File: config.mk
export PLATFORM = sky130hd
export DESIGN_NAME = bfe_mod_unit
export DESIGN_NICKNAME = d
export VERILOG_FILES = /design/src/rtl/bfe_pkg.sv /design/src/rtl/bfe_mod_unit.sv
export SDC_FILE = /design/constraint.sdc
export NUM_CORES = 1
export LEC_CHECK = 0
export BUFFER_PORTS_ARGS = -buffer_cell sky130_fd_sc_hd__buf_2
export CAP_MARGIN = 20
export CORE_MARGIN = 10
export CORE_UTILIZATION = 37
export CTS_BUF_LIST = sky130_fd_sc_hd__clkbuf_4
export DETAILED_ROUTE_END_ITERATION = 10
export GPL_TIMING_DRIVEN = 0
export SLEW_MARGIN = 20
export SYNTH_ARGS = -nofsm -noshare
export SYNTH_HDL_FRONTEND = slang
export SYNTH_SLANG_ARGS = --single-unit
File: constraint.sdc
create_clock -name i_clk -period 10.9 [get_ports i_clk]
set_clock_uncertainty 0.15 [all_clocks]
set_input_delay 0.545 -clock i_clk [delete_from_list [all_inputs] [get_ports i_clk]]
set_output_delay 0.545 -clock i_clk [all_outputs]
set_load 0.01 [all_outputs]
File: src/rtl/bfe_pkg.sv
// ----------------------------------------------------------------------------
// Bloom filter engine package
// Shared widths, op codes, register indexes and request/response types.
// ----------------------------------------------------------------------------
package bfe_pkg;

    localparam int WORD_W        = 32;
    localparam int LANES         = 4;
    localparam int ROT_R         = 17;
    localparam int MOD_W         = 17;
    localparam int ROUNDS_W      = 4;
    localparam int MAX_ROUNDS    = 8;
    localparam int ROUND_CNT_W   = 3;
    localparam int PROBE_CNT_W   = 5;
    localparam int ROW_W         = 32;
    localparam int ROW_BIT_W     = 5;
    localparam int BITS_PER_STEP = 4;
    localparam int MOD_STEPS     = WORD_W / BITS_PER_STEP;
    localparam int STEP_CNT_W    = 3;
    localparam int APB_DATA_W    = 32;
    localparam int PADDR_W       = 3;
    localparam int REG_SEL_BIT   = 2;

    localparam logic [1:0] OP_ADD   = 2'd0;
    localparam logic [1:0] OP_QUERY = 2'd1;
    localparam logic [1:0] OP_CLEAR = 2'd2;

    localparam logic REG_BIT_COUNT   = 1'b0;
    localparam logic REG_HASH_ROUNDS = 1'b1;

    localparam logic [MOD_W-1:0]    BIT_COUNT_RST   = 17'h10000;
    localparam logic [ROUNDS_W-1:0] HASH_ROUNDS_RST = 4'd1;
    localparam logic [WORD_W-1:0]   COUNT_MAX       = 32'hFFFF_FFFF;

    typedef struct packed {
        logic [1:0]        op;
        logic [WORD_W-1:0] hash_word_0;
        logic [WORD_W-1:0] hash_word_1;
        logic [WORD_W-1:0] hash_word_2;
        logic [WORD_W-1:0] hash_word_3;
    } t_request;

    typedef struct packed {
        logic              maybe_present;
        logic [WORD_W-1:0] added_count;
    } t_result;

    typedef struct packed {
        logic              start;
        logic [WORD_W-1:0] dividend;
        logic [MOD_W-1:0]  modulus;
    } t_mod_req;

    typedef struct packed {
        logic             done;
        logic [MOD_W-1:0] rem;
    } t_mod_rsp;

endpackage

File: src/rtl/bfe_mod_unit.sv
// ----------------------------------------------------------------------------
// Bloom filter remainder unit
// Restoring remainder of a 32-bit word by the filter size, four dividend bits per step.
// ----------------------------------------------------------------------------
module bfe_mod_unit
    import bfe_pkg::*;
(
    input  logic     i_clk,
    input  logic     i_rst_n,
    input  t_mod_req i_req,
    output t_mod_rsp o_rsp
);

    logic                  r_busy;
    logic                  r_done;
    logic [STEP_CNT_W-1:0] r_cnt;
    logic [WORD_W-1:0]     r_dvd;
    logic [MOD_W-1:0]      r_rem;
    logic [MOD_W-1:0]      r_mod;

    logic [WORD_W-1:0]     n_dvd;
    logic [MOD_W-1:0]      n_rem;
    logic [MOD_W:0]        trial;

    // The partial remainder stays below the modulus, so one subtract per bit suffices.
    always_comb begin
        n_rem = r_rem;
        n_dvd = r_dvd;
        trial = '0;
        for (int j = 0; j < BITS_PER_STEP; j++) begin
            trial = {n_rem, n_dvd[WORD_W-1]};
            if (trial >= {1'b0, r_mod}) begin
                trial = trial - {1'b0, r_mod};
            end
            n_rem = trial[MOD_W-1:0];
            n_dvd = {n_dvd[WORD_W-2:0], 1'b0};
        end
    end

    always_ff @(posedge i_clk) begin
        if (i_req.start) begin
            r_dvd <= i_req.dividend;
            r_rem <= '0;
            r_mod <= i_req.modulus;
        end else if (r_busy) begin
            r_dvd <= n_dvd;
            r_rem <= n_rem;
        end

        if (!i_rst_n) begin
            r_busy <= 1'b0;
            r_done <= 1'b0;
            r_cnt  <= '0;
        end else begin
            r_done <= 1'b0;
            if (i_req.start) begin
                r_busy <= 1'b1;
                r_cnt  <= '0;
            end else if (r_busy) begin
                r_cnt <= r_cnt + STEP_CNT_W'(1);
                if (r_cnt == STEP_CNT_W'(MOD_STEPS - 1)) begin
                    r_busy <= 1'b0;
                    r_done <= 1'b1;
                end
            end
        end
    end

    assign o_rsp.done = r_done;
    assign o_rsp.rem  = r_rem;

`ifndef ASSERT_OFF
    a_rem_below_mod: assert property (@(posedge i_clk) disable iff (!i_rst_n)
        r_done |-> (r_rem < r_mod))
        else $error("remainder not below modulus");

    a_no_start_while_busy: assert property (@(posedge i_clk) disable iff (!i_rst_n)
        i_req.start |-> !r_busy)
        else $error("remainder unit restarted while busy");

    a_done_after_busy: assert property (@(posedge i_clk) disable iff (!i_rst_n)
        r_done |-> $past(r_busy))
        else $error("done without a preceding busy cycle");
`endif

endmodule

==> metrics.csv, run 1 <==
metric,value,unit
num_vias,6134,
nets,982,
synthTopCellsByArea,"edfxtp_1, ha_1, dfxtp_1",
endpoint_kind,register,
cts_max_level,3,
ys.flop_type,edfxtp_1,
place.gp.congestion,0.9101,
crit_slowest_cell,edfxtp_1,
routed_wl,20270,um
core-area,18150,um^2
synth_top_family_by_area,compound AO/OA/AOI/OAI gates,
die_w,156.4,um
die_y,156.4,um
cts_max_path_buffers,2,
pre_cts_ws,-1.926,ns
tns,0,ns
slew_headroom,48.61,%
syn_nets,884,
min_period,10.32,ns
cts_tree,done,
synth_compound_area_share,24.15,%
crit_type,register to register,
ant_nets,0,
wl_per_cell,18.58,um
drc,0,
max_freq,96.94,MHz
ys.warnings.count,0,
synthAdderAreaFrac,13.88,%
final_common_cell,buf_2,
vias_per_cell,5.622,
grt.met1_usage,21.98,%
drt-initial-drc-count,398,
first_pass_iters,5,
worstPathRequired,11.05,ns
final_cell_mix,"buf_2, ha_1, nor2_1, edfxtp_1",
syn_inst,758,
clk_pin_slew,0.14,ns
synth_area,6887,um^2
insertion_delay,0.43,ns
rows,49,
max_stage_delay,0.50,ns
busiest_layer,met2,
grt_pass1_vias,6015,
avgSynthCellArea,9.085,um^2
finalHoldViolCount,0,
critPathArrivalTime,10.47,ns
synth_cell_types,75,
synth_seq_cells,71,
drv_slew,0,
yosys.area_share.simple,15.15,%
grtUsageTotal,16.40,%
antenna_found_initial,1,
cp_max_fo,10,
drive_gt1_share,23.11,%
synth_largest_area_cell,edfxtp_1,
status,"finished, final reports clean",
io_buffers,69,
maxCapViolCount,0,
grt-ovfl-total,0,
ys_seq_area_share,27.76,%
grt_pass1_wl,32050,um
dp_hpwl,16180,um
synth_xor_area_share,6.359,%
start_kind,register,
start_util,37.95,%
cpMostUsedCell,inv_1,
cts_root_buffer,clkbuf_4,
fin_crit_sh,94.64,%
setup_viol,0,
hold_class,input port to register,
cts.sinks,71,
synth_top_area_share,21.37,%
use_met2,27.63,%
grt_start_max_net_pins,33,
ys_async_sr_fraction,0,%
io_pins,70,
timing.final.ws_setup,0.5841,ns
final_core_util,44.02,%
synthMuxAreaShare,8.739,%
worst_pin_slew,0.7708,ns
cts-buffers-inserted,9,
syn2layout_area_growth,16.01,%
grt_use_met3,1.837,%
synth_edf_count,49,
die_area,24470,um^2
[state kept, by name, indices dropped and copies added, names as in the netlist]
name	count
r_dvd	32
r_mod	17
r_rem	17
r_cnt	3
r_busy	1
r_done	1
[worst paths after layout]
kind	start	slack (ns)	depth (start not counted)	endpoint
max	r_mod[0]	0.58	47	r_rem[14]
max reg2reg	r_mod[0]	0.58	47	r_rem[14]
min	i_req[2]	0.13	1	r_mod[2]
min reg2reg	r_cnt[2]	0.37	2	r_cnt[2]
[cells in the mapped netlist, types with 9 or more instances]
master and instances:
o21ai_0 46, a211oi_1 23, mux2_2 34, xnor2_1 31
nor2_1 55, mux2i_1 16, nand2_1 41, nand2b_1 10
nor4_1 9, a21oi_1 50, o22ai_1 13, inv_1 47
xor2_1 19, or2_2 10, ha_1 70, a21o_1 24
dfxtp_1 22, nor3_1 20, edfxtp_1 49, o21a_1 12
nand3_1 12
[cell type report]
cell class                 count  area [um^2]
antenna                        1        2.502
buffer                        18        102.6
clock buffer                   9        67.56
clock inverter                 7        81.33
fill                        1831        10160
inverter                      47        183.9
multi-input combinational    622         4872
sequential                    71         1912
tap                          229        286.5
timing repair buffer          87        480.5
[worst max-delay path, delay by kind of cell, from the launching register on]
family | cells | cell delay (ns)
AND/OR/NAND/NOR | 12 | 2.38
flip-flops | 1 | 0.50
AO/OA/AOI/OAI | 20 | 3.93
buffers and inverters | 10 | 1.42
adder cells (fa/ha/maj) | 5 | 1.78
[logic make-up after synthesis]
group           count (synthesis)
buf+inv                        65
fa+ha+maj                      74
xor+xnor                       50
compound gates                239
mux                            54
flops                          71
simple gates                  205
[through the flow]
stage               hold slack, ns  area, um^2  std cells
finish                      0.1297        7989       1091
global route               0.08923        7989       1091
CTS                        0.08983        7825       1079
detailed placement          0.3459        7521       1056
global placement            0.3322        7518       1056
floorplan                   0.3147        6887        758
[per-layer routing]
metal | wire (um) | vias to the layer above
li1 | - | 3079
met1 | 9547 | 2884
met2 | 9558 | 151
met3 | 876 | 20
met4 | 287 | 0
met5 | 0 | -
[timing repair]
item / 4_1_cts / 5_1_grt
pin swaps: 4 / 7
hold buffers: 0 / 0
buffers inserted: 7 / 11
setup endpoints to repair: 17 / 17
gates resized for setup: 21 / 16
Power of run 1 is not shown: default switching activity piles up to over one toggle a cycle in this logic, so the estimate is an artifact.
==> inputs of run 2 (changes only) <==
--- a/config.mk
+++ b/config.mk
@@ -12,6 +12,7 @@
 export CTS_BUF_LIST = sky130_fd_sc_hd__clkbuf_4
 export DETAILED_ROUTE_END_ITERATION = 10
 export GPL_TIMING_DRIVEN = 0
+export MAX_ROUTING_LAYER = met4
 export SLEW_MARGIN = 20
 export SYNTH_ARGS = -nofsm -noshare
 export SYNTH_HDL_FRONTEND = slang
==> run 2 against run 1 <==
Effect of this change:
- clock-buffer cell count unchanged
- first-iteration DRC count increased by 2.3%
- highest routed layer unchanged
- design area about the same
- largest cell class unchanged
- critical endpoint unchanged
==> metrics.csv, run 2 (synthesis gave the netlist of run 1 again) <==
metric,value,unit,change
start_kind,register,,
busiest_layer,met2,,
cts_root_buffer,clkbuf_4,,
cts_max_path_buffers,2,,unchanged
cts.sinks,71,,unchanged
dp_hpwl,16180,um,unchanged
insertion_delay,0.43,ns,about the same
slew_headroom,49.25,%,+0.63 points
place.gp.congestion,0.9258,,+1.7%
drc,0,,unchanged
die_w,156.4,um,unchanged
hold_class,input port to register,,
use_met2,27.61,%,about the same
setup_viol,0,,unchanged
fin_crit_sh,94.26,%,-0.38 points
pre_cts_ws,-1.926,ns,unchanged
crit_slowest_cell,edfxtp_1,,
clk_pin_slew,0.13,ns,about the same
num_vias,6090,,-0.72%
routed_wl,20280,um,about the same
largest_reg_flops,32,,unchanged
cts_hold_buf,0,,unchanged
die_area,24470,um^2,unchanged
maxCapViolCount,0,,unchanged
worstPathRequired,11.05,ns,about the same
dpl_cell_area,7521,um^2,unchanged
critPathArrivalTime,10.43,ns,-0.04 ns
tns,0,ns,unchanged
cts_max_level,3,,unchanged
cp_max_fo,10,,unchanged
status,"finished, final reports clean",,
min_period,10.27,ns,-0.04135 ns
core-area,18150,um^2,unchanged
top_regs,"r_dvd x32, r_mod x17, r_rem x17",,
grt.met1_usage,22.23,%,+0.25 points
vias_per_cell,5.582,,-0.72%
drv_slew,0,,unchanged
max_stage_delay,0.49,ns,about the same
grt_use_met3,1.508,%,-0.33 points
cpMostUsedCell,inv_1,,
max_freq,97.33,MHz,+0.40%
cts-buffers-inserted,9,,unchanged
cts_tree,done,,
antenna_found_initial,1,,unchanged
grt-ovfl-total,0,,unchanged
rows,49,,unchanged
finalHoldViolCount,0,,unchanged
timing.final.ws_setup,0.6254,ns,+0.04135 ns
io_pins,70,,unchanged
start_util,37.95,%,unchanged
final_cell_mix,"buf_2, ha_1, nor2_1, edfxtp_1",,
num-fill-cells,1829,,-0.11%
die_y,156.4,um,unchanged
first_pass_iters,5,,unchanged
endpoint_kind,register,,
drive_gt1_share,23.11,%,unchanged
drt-initial-drc-count,407,,+2.3%
wl_per_cell,18.59,um,about the same
crit_type,register to register,,
syn2layout_area_growth,16.12,%,about the same
final_common_cell,buf_2,,
grt_pass1_wl,32040,um,about the same
grt_pass1_vias,6024,,+0.15%
nets,982,,unchanged
grtUsageTotal,16.88,%,+0.48 points
worst_pin_slew,0.7613,ns,-0.009475 ns
grt_start_max_net_pins,33,,unchanged
regMostFlops,r_dvd,,
ant_nets,0,,unchanged
io_buffers,69,,unchanged
final_area,7996,um^2,about the same
==> run 2: changes by cell type in the layout (fill, tap and decap cells not counted) <==
| cell | previous run | this run |
|---|---|---|
| a21oi_2 | 3 | 2 |
| a21oi_4 | 3 | 4 |
==> run 2: repair_timing <==
item,CTS,global route
setup buffers,7,11
resized for setup,21,17
endpoints found under the setup margin,17,17
pin swaps,4,7
==> run 2: metrics by stage <==
step | instances | utilization [%] | hold slack [ns]
after global routing | 1091 | 44.06 | 0.08918
after floorplan | 758 | - | 0.3147
after CTS | 1079 | 43.12 | 0.08983
final | 1091 | 44.06 | 0.1349
after detailed placement | 1056 | 41.44 | 0.3459
after global placement | 1056 | 41.43 | 0.3322
==> run 2: metal layers <==
metal	share of wire (%)	vias up
met5	0	-
met4	1.1	0
met3	4.0	16
met2	48	143
met1	47	2851
li1	-	3080
==> run 2: final cells by class <==
class / count / area, um^2 / area share [%]
Timing Repair Buffer: 87 / 480.5 / 6.008
Sequential cell: 71 / 1912 / 23.91
Tap cell: 229 / 286.5 / 3.583
Buffer: 18 / 102.6 / 1.283
Inverter: 47 / 183.9 / 2.300
Multi-Input combinational cell: 622 / 4880 / 61.02
Clock inverter: 7 / 81.33 / 1.017
Clock buffer: 9 / 67.56 / 0.8449
Antenna cell: 1 / 2.502 / 0.03129
==> run 2: critical path, delay by kind of cell (launching register included) <==
family | cells | cell delay (ns)
simple gates | 12 | 2.34
buf+inv | 10 | 1.42
flops | 1 | 0.49
compound gates | 20 | 3.98
fa+ha+maj | 5 | 1.78
==> run 2: path summary, 6_finish.rpt <==
check / from / to / slack (ns) / cells past startpoint
worst max register to register: r_mod[0] / r_rem[14] / 0.63 / 47
worst min register to register: r_cnt[2] / r_cnt[2] / 0.37 / 2
worst max-delay path: r_mod[0] / r_rem[14] / 0.63 / 47
worst min-delay path: i_req[4] / r_mod[4] / 0.13 / 1
Power of run 2 is left out for the same reason.
==> inputs of run 3 (changes only) <==
--- a/config.mk
+++ b/config.mk
@@ -7,7 +7,7 @@
 export LEC_CHECK = 0
 export BUFFER_PORTS_ARGS = -buffer_cell sky130_fd_sc_hd__buf_2
 export CAP_MARGIN = 20
-export CORE_MARGIN = 10
+export CORE_MARGIN = 2
 export CORE_UTILIZATION = 37
 export CTS_BUF_LIST = sky130_fd_sc_hd__clkbuf_4
 export DETAILED_ROUTE_END_ITERATION = 10
==> constraint.sdc (replaced) <==
create_clock -name i_clk -period 10.9 [get_ports i_clk]
set_clock_uncertainty 0.15 [all_clocks]
set_input_delay 0.545 -clock i_clk [delete_from_list [all_inputs] [get_ports i_clk]]
set_output_delay 0.545 -clock i_clk [all_outputs]
set_load 0.005 [all_outputs]
==> run 3 against run 2 <==
Effect of this change:
- critical path depth shrank 2
- fmax shrank 0.88%
- utilization grew 0.087 points
- sequential cell count is the same
- wire length shrank 3.6%
- design area shrank 0.14%
- largest cell class unchanged
==> metrics.csv, run 3 (synthesis gave the netlist of run 1 again) <==
metric,value,unit,change
maxCapViolCount,0,,unchanged
cpMostUsedCell,ha_1,,
drt-met1-wl,9176,um,-4.2%
cp_max_fo,10,,unchanged
status,"finished, final reports clean",,
core-area,18090,um^2,-0.34%
first_pass_iters,5,,unchanged
max_stage_delay,0.48,ns,about the same
rows,49,,unchanged
top_regs,"r_dvd x32, r_mod x17, r_rem x17",,
hold_start,i_req[3],,
stdcell_count,1091,,unchanged
drive_gt1_share,23.81,%,+0.70 points
largest_reg_flops,32,,unchanged
fin_crit_sh,95.10,%,+0.84 points
ant_nets,0,,unchanged
worstPathRequired,11.10,ns,+0.05 ns
hold_class,input port to register,,
io_buffers,69,,unchanged
setup_viol,0,,unchanged
antenna_found_initial,1,,unchanged
routed_wl,19550,um,-3.6%
max_freq,96.47,MHz,-0.88%
start_kind,register,,
die_w,140.4,um,-10%
slew_headroom,49.94,%,+0.69 points
grt_pass1_wl,30480,um,-4.9%
cts-buffers-inserted,9,,unchanged
cts_max_level,3,,unchanged
grt-ovfl-total,0,,unchanged
dp_hpwl,15500,um,-4.2%
final_cell_mix,"buf_2, ha_1, nor2_1, edfxtp_1, inv_1",,
clk_pin_slew,0.13,ns,about the same
crit_slowest_cell,edfxtp_1,,
drv_slew,0,,unchanged
crit_start,r_mod[0],,
final_common_cell,buf_2,,
critPathArrivalTime,10.57,ns,+0.14 ns
start_util,38.08,%,+0.13 points
grtUsageTotal,20.26,%,+3.4 points
grt_pass1_vias,5752,,-4.5%
r2r_start,r_mod[0],,
met2_length,9046,um,-6.3%
insertion_delay,0.44,ns,about the same
endpoint_kind,register,,
post-place-cells,1056,,unchanged
cts_tree,done,,
num_vias,6213,,+2.0%
num-fill-cells,1793,,-2.0%
cts_root_buffer,clkbuf_4,,
met3_length,889,um,+9.2%
crit_type,register to register,,
die_area,19720,um^2,-19%
finalHoldViolCount,0,,unchanged
vias_per_cell,5.695,,+2.0%
drc,0,,unchanged
cts_hold_buf,0,,unchanged
io_pins,70,,unchanged
syn2layout_area_growth,15.95,%,
min_period,10.37,ns,+0.09172 ns
cts.sinks,71,,unchanged
drt-initial-drc-count,533,,+31%
regMostFlops,r_dvd,,
die_y,140.4,um,-10%
cts_max_path_buffers,2,,unchanged
place.gp.congestion,0.9150,,-1.2%
dr.max_layer_used,met4,,
worst_pin_slew,0.7483,ns,-0.01304 ns
wl_per_cell,17.92,um,-3.6%
nets,982,,unchanged
grt_start_max_net_pins,33,,unchanged
[run 3: cell count changes in the layout (fill, tap and decap cells not counted), moves of 2 or more]
cell,previous run,this run
a21oi_1,45,43
a21oi_2,2,5
clkbuf_4,9,11
o21ai_0,45,43
mux2i_2,1,3
mux2i_1,16,14
buf_4,20,18
[run 3: final timing paths]
path / endpoint / slack, ns / cells past startpoint
max reg2reg: r_rem[4] / 0.53 / 45
min reg2reg: r_cnt[2] / 0.37 / 2
max: r_rem[4] / 0.53 / 45
min: r_mod[3] / 0.12 / 1
[run 3: cell type report]
cell class | count | area (um^2) | share of cell area [%]
multi-input cells | 622 | 4895 | 61.30
well taps | 229 | 286.5 | 3.588
flip-flops and latches | 71 | 1912 | 23.94
diodes | 1 | 2.502 | 0.03134
clock buffers | 9 | 67.56 | 0.8461
inverters | 47 | 183.9 | 2.303
repair buffers | 86 | 473.0 | 5.923
repair inverters | 1 | 5.005 | 0.06268
plain buffers | 18 | 105.1 | 1.316
clock inverters | 7 | 55.05 | 0.6894
[run 3: routing by layer]
metal	up-vias	track usage [%]
met2	166	32.46
met4	0	6.326
met1	2934	27.11
met5	-	-
met3	30	2.017
li1	3083	-
[run 3: what timing repair did]
action / 4_1_cts / 5_1_grt
gates cloned: 0 / 1
endpoints found under the setup margin: 17 / 17
resized for setup: 16 / 32
setup buffers: 3 / 14
pin swaps: 2 / 11
[run 3: worst max-delay path, delay by kind of cell (launching register included)]
kind	cells	cell delay (ns)
adders and majority gates	5	1.65
and+or+nand+nor	11	1.86
buffers and inverters	8	1.28
AOI/OAI and AO/OA	20	4.48
muxes	1	0.36
DFF	1	0.48
[run 3: per-stage QoR]
step                worst slack [ns]  hold slack [ns]  TNS [ns]  instance area (um^2)  utilization [%]
floorplan                      1.074           0.3147         0                  6887                -
global placement              -1.805           0.3319    -29.26                  7518            41.57
detailed placement            -1.876           0.3508    -30.52                  7521            41.58
CTS                          0.01462          0.08216         0                  7750            42.85
global route                -0.05204          0.07906   -0.2817                  7985            44.15
finish                        0.5337           0.1232         0                  7985            44.15
Power of run 3 is left out for the same reason.
